**src/sv/fba_pkg.sv**
```systemverilog
// Shared constants, codes and control types of the frame bitmap allocator.
// No dependencies; every other file refers to it by scoped names or imports it.
package fba_pkg;

  // Bitmap geometry. MAP_WORD_BITS must be a power of two.
  localparam int FRAME_COUNT   = 4096;
  localparam int MAP_WORD_BITS = 32;
  localparam int MAP_DEPTH     = (FRAME_COUNT + MAP_WORD_BITS - 1) / MAP_WORD_BITS;

  // Frame field of the request and result channels.
  localparam int FRAME_W    = 12;
  localparam int FRAME_SPAN = 1 << FRAME_W;

  // Frames at or above this limit are never handed out.
  localparam int ALLOC_LIMIT = (FRAME_COUNT < FRAME_SPAN) ? FRAME_COUNT : FRAME_SPAN;

  localparam int BIT_W  = $clog2(MAP_WORD_BITS);
  localparam int ADDR_W = (MAP_DEPTH > 1) ? $clog2(MAP_DEPTH) : 1;
  localparam int IDX_W  = ADDR_W + BIT_W;

  typedef enum logic [1:0] {
    ST_DONE = 2'd0,
    ST_IDLE = 2'd1,
    ST_FULL = 2'd2
  } fba_status_e;

  typedef enum logic [2:0] {
    S_IDLE,
    S_FREE_RD,
    S_FREE_WR,
    S_SCAN,
    S_PICK,
    S_RESP
  } fba_state_e;

  typedef struct packed {
    fba_status_e          status;
    logic [FRAME_W-1:0]   frame;
    logic                 present;
    logic                 writable;
    logic                 user;
  } fba_res_t;

  // Controller -> datapath
  typedef struct packed {
    logic in_ready;    // take a request
    logic rd_free;     // read the word of the frame being freed
    logic wr_free;     // write it back with the bit cleared
    logic scan;        // advance the bitmap scan
    logic latch_word;  // hold the first word with a free bit
    logic pick;        // choose the bit, mark it, build the result
    logic set_full;    // no free frame
    logic out_load;    // move the result to the output register
  } fba_cmd_t;

  // Datapath -> controller
  typedef struct packed {
    logic req_valid;
    logic req_free;
    logic req_present;
    logic hit;         // checked word has a free bit
    logic scan_end;    // last word checked and full
    logic out_busy;    // output register still held by the sink
  } fba_sts_t;

endpackage

```
**src/sv/fba_ctrl.sv**
```systemverilog
// Sequencing state machine of the frame bitmap allocator.
// Depends on fba_pkg; talks to fba_datapath through fba_cmd_t / fba_sts_t.
module fba_ctrl (
  input  logic              clk_i,
  input  logic              rst_ni,
  input  fba_pkg::fba_sts_t sts_i,
  output fba_pkg::fba_cmd_t cmd_o
);

  fba_pkg::fba_state_e state_q, state_d;

  always_ff @(posedge clk_i or negedge rst_ni) begin
    if (!rst_ni) begin
      state_q <= fba_pkg::S_IDLE;
    end else begin
      state_q <= state_d;
    end
  end

  always_comb begin
    state_d = state_q;
    case (state_q)
      fba_pkg::S_IDLE: begin
        if (sts_i.req_valid) begin
          if (sts_i.req_free && sts_i.req_present) begin
            state_d = fba_pkg::S_FREE_RD;
          end else if (!sts_i.req_free && !sts_i.req_present) begin
            state_d = fba_pkg::S_SCAN;
          end else begin
            state_d = fba_pkg::S_RESP;
          end
        end
      end
      fba_pkg::S_FREE_RD: state_d = fba_pkg::S_FREE_WR;
      fba_pkg::S_FREE_WR: state_d = fba_pkg::S_RESP;
      fba_pkg::S_SCAN: begin
        if (sts_i.hit) begin
          state_d = fba_pkg::S_PICK;
        end else if (sts_i.scan_end) begin
          state_d = fba_pkg::S_RESP;
        end
      end
      fba_pkg::S_PICK: state_d = fba_pkg::S_RESP;
      fba_pkg::S_RESP: begin
        if (!sts_i.out_busy) begin
          state_d = fba_pkg::S_IDLE;
        end
      end
      default: state_d = fba_pkg::S_IDLE;
    endcase
  end

  always_comb begin
    cmd_o = '0;
    case (state_q)
      fba_pkg::S_IDLE:    cmd_o.in_ready = 1'b1;
      fba_pkg::S_FREE_RD: cmd_o.rd_free  = 1'b1;
      fba_pkg::S_FREE_WR: cmd_o.wr_free  = 1'b1;
      fba_pkg::S_SCAN: begin
        cmd_o.scan       = 1'b1;
        cmd_o.latch_word = sts_i.hit;
        cmd_o.set_full   = !sts_i.hit && sts_i.scan_end;
      end
      fba_pkg::S_PICK:    cmd_o.pick     = 1'b1;
      fba_pkg::S_RESP:    cmd_o.out_load = !sts_i.out_busy;
      default:            cmd_o = '0;
    endcase
  end

endmodule

```
**config.mk**
```make
export PLATFORM = sky130hd
export DESIGN_NAME = fba_ctrl
export DESIGN_NICKNAME = d
export VERILOG_FILES = /design/src/sv/fba_pkg.sv /design/src/sv/fba_ctrl.sv
export SDC_FILE = /design/constraint.sdc
export NUM_CORES = 1
export LEC_CHECK = 0
export ABC_AREA = 1
export CAP_MARGIN = 10
export CORE_AREA = 2 2 39 41
export DETAILED_ROUTE_END_ITERATION = 6
export DIE_AREA = 0 0 41 43
export DONT_BUFFER_PORTS = 1
export SETUP_SLACK_MARGIN = 0.15
export SLEW_MARGIN = 5
export SYNTH_ARGS = -nofsm -noshare
export SYNTH_HDL_FRONTEND = slang
export SYNTH_SLANG_ARGS = --single-unit
```
**constraint.sdc**
```tcl
create_clock -name clk_i -period 2.43 [get_ports clk_i]
set_clock_uncertainty 0.1 [all_clocks]
set_input_delay 0.3645 -clock clk_i [delete_from_list [all_inputs] [get_ports clk_i]]
set_output_delay 0.3645 -clock clk_i [all_outputs]
set_load 0.01 [all_outputs]
```
==> flow_metrics.tcl <==
set metrics [dict create \
    grt_first_pass_wirelength_um 1010 \
    p_int_mw 0.200 \
    start_util_pct 20.4 \
    antenna_cells 0 \
    area_growth_pct 17.3 \
    combPwrFrac_pct 49.0 \
    finalHoldViolCount 0 \
    clk_latency_ns 0.23 \
    grt_start_max_net_pins 9 \
    synth-edff-count 0 \
    die_h_um 43 \
    numCtsBuffers 3 \
    avgSynthCellArea_um2 6.15 \
    syn_inst 46 \
    wirelength_um 654 \
    clk_pin_slew_ns 0.04 \
    finalWorstSetupSlack_ns 0.683 \
    tightest_slew_ns 0.534 \
    postCtsSetupRepairBufs 0 \
    globalplace.congestion 0.795 \
    reg_top3 "state_q (3)" \
    pin_count 16 \
    min_period_ns 1.75 \
    final_nets 60 \
    detailed_place_hpwl_um 571 \
    hp-class "input pin to register" \
    drc_errors 0 \
    critPathRequiredTime_ns 1.97 \
    synth_seq_cells 3 \
    setup_viol 0 \
    critical_path_class "register to output pin" \
    max_cap_viol_count 0 \
    die_x_um 41 \
    power_mw 0.401 \
    overflow 0 \
    die_area_um2 1760 \
    ys.warnings.count 0 \
    outcome "complete, no violations" \
    seqPwrFrac_pct 30.2 \
    syn-cell-area_um2 283 \
    synth_top_flop_cell "dfrtp_1" \
    core-area_um2 1380 \
    ctsHoldBuffers 1 \
    tritoncts "done" \
    leakagePower_nw 0.180 \
    startpoint_type "register" \
    clock_tree.root_cell "clkbuf_4" \
    worstHoldPathCells 3 \
    p_sw_share_pct 50.1 \
    post-place-ws_ns 0.923 \
    yosysMostFrequentCell "nand2_1" \
    wl_per_cell_um 9.91 \
    antenna_left 0 \
    grt_setup_unrepaired "no" \
    instances_no_fill 66 \
    async_flop_share_pct 100 \
    regMostFlops "state_q" \
    dr.pass1.iters 4 \
    p_sw_mw 0.201 \
    via_per_inst 4.41 \
    synth_top_area_share_pct 26.5 \
    cts_buffer_depth 2 \
    yosys-top-cells-count "nand2_1 (10), inv_1 (8), nor2_1 (7)" \
    layout-drive-gt1-share_pct 14.0 \
    yosysTopAreaCell "dfrtp_1" \
    finalSetupTns_ns 0 \
    ff2ff_path_depth 7 \
    final.period_utilization_pct 71.9 \
    num_rows 14 \
    antenna_found_initial 0 \
    cts_resized 0 \
    ys_top_cells_by_area "dfrtp_1 (27%), nand2_1 (13%), inv_1 (11%)" \
    yosysSeqAreaShare_pct 26.5 \
    end_kind "output pin" \
    h-tree-depth 1 \
    power_frac_clock_pct 20.8 \
    clock_sinks 3 \
    dp_cells 61 \
    p_per_area_nw_per_um2 1210 \
    drtIter0Drc 1 \
    synthDistinctLibCells 19 \
    timing.fmax_mhz 572 \
    num_vias 291 \
    worstPathArrival_ns 1.28 \
    drv_slew 0 \
    track_usage_pct 9.06 \
    syn_nets 55 \
    path_max_fanout 7 \
    grt_pass1_vias 229 \
    port_buffers 0 \
    largest_reg_flops 3 \
    vdd_drop_max_uv 223 \
    slew_headroom_pct 64.0 \
]
power by group through the flow:
stage / logic, mW / clock network (mW) / registers [mW]
after floorplan: 0.190 / 0 / 0.0982
after global placement: 0.198 / 0 / 0.119
after detailed placement: 0.198 / 0 / 0.121
after CTS: 0.200 / 0.0875 / 0.120
after global routing: 0.230 / 0.0901 / 0.128
final: 0.197 / 0.0833 / 0.121
layout by cell type (no fill, tap or decap), types with 2 or more instances in the layout:
cell,n
nand2_1,10
clkbuf_4,3
o21ai_0,2
inv_1,8
dfrtp_1,3
nor3_1,2
nor2_1,7
nand3_1,2
critical path, stage by stage, from the launching register on:
cell,delay (ns)
dfrtp_1,0.47
inv_2,0.11
nor4_1,0.48
final timing paths:
kind	start	end	slack, ns
max	state_q[2]$_DFFE_PN0P_	cmd_o[0]	0.68
max reg2reg	state_q[0]$_DFFE_PN0P_	state_q[0]$_DFFE_PN0P_	1.18
min reg2reg	state_q[0]$_DFFE_PN0P_	state_q[0]$_DFFE_PN0P_	0.53
min in group asynchronous	rst_ni	state_q[1]$_DFFE_PN0P_	0.29
min	sts_i[1]	state_q[1]$_DFFE_PN0P_	0.28
max in group asynchronous	rst_ni	state_q[0]$_DFFE_PN0P_	1.79
cell families after synthesis:
logic type      synth area share [%]
compound gates                  11.1
fa+ha+maj                       4.42
buf+inv                         15.9
simple gates                    42.0
flops                           26.5
layout make-up:
cell class,count,area (um^2)
tap,16,20.0
inverter,10,37.5
timing repair buffer,1,10.0
sequential,3,75.1
multi-input combinational,32,163
clock buffer,4,26.3
fill,167,1050
layer usage:
layer | vias up | global-route usage, % | wire length (um)
met5 | - | 0 | 0
met2 | 12 | 10.9 | 324
met4 | 0 | 6.00 | 0
met1 | 125 | 11.7 | 276
met3 | 0 | 5.24 | 52
li1 | 154 | - | -
through the flow:
| stage | hold WS, ns | instance area, um^2 | util, % |
|---|---|---|---|
| after global routing | 0.293 | 332 | 24.0 |
| after detailed placement | -0.0310 | 295 | 21.3 |
| final | 0.285 | 332 | 24.0 |
| after floorplan | -0.0311 | 283 | - |
| after CTS | 0.281 | 332 | 24.0 |
| after global placement | -0.0310 | 295 | 21.3 |
Note: power is estimated with default switching activity, not from simulation.
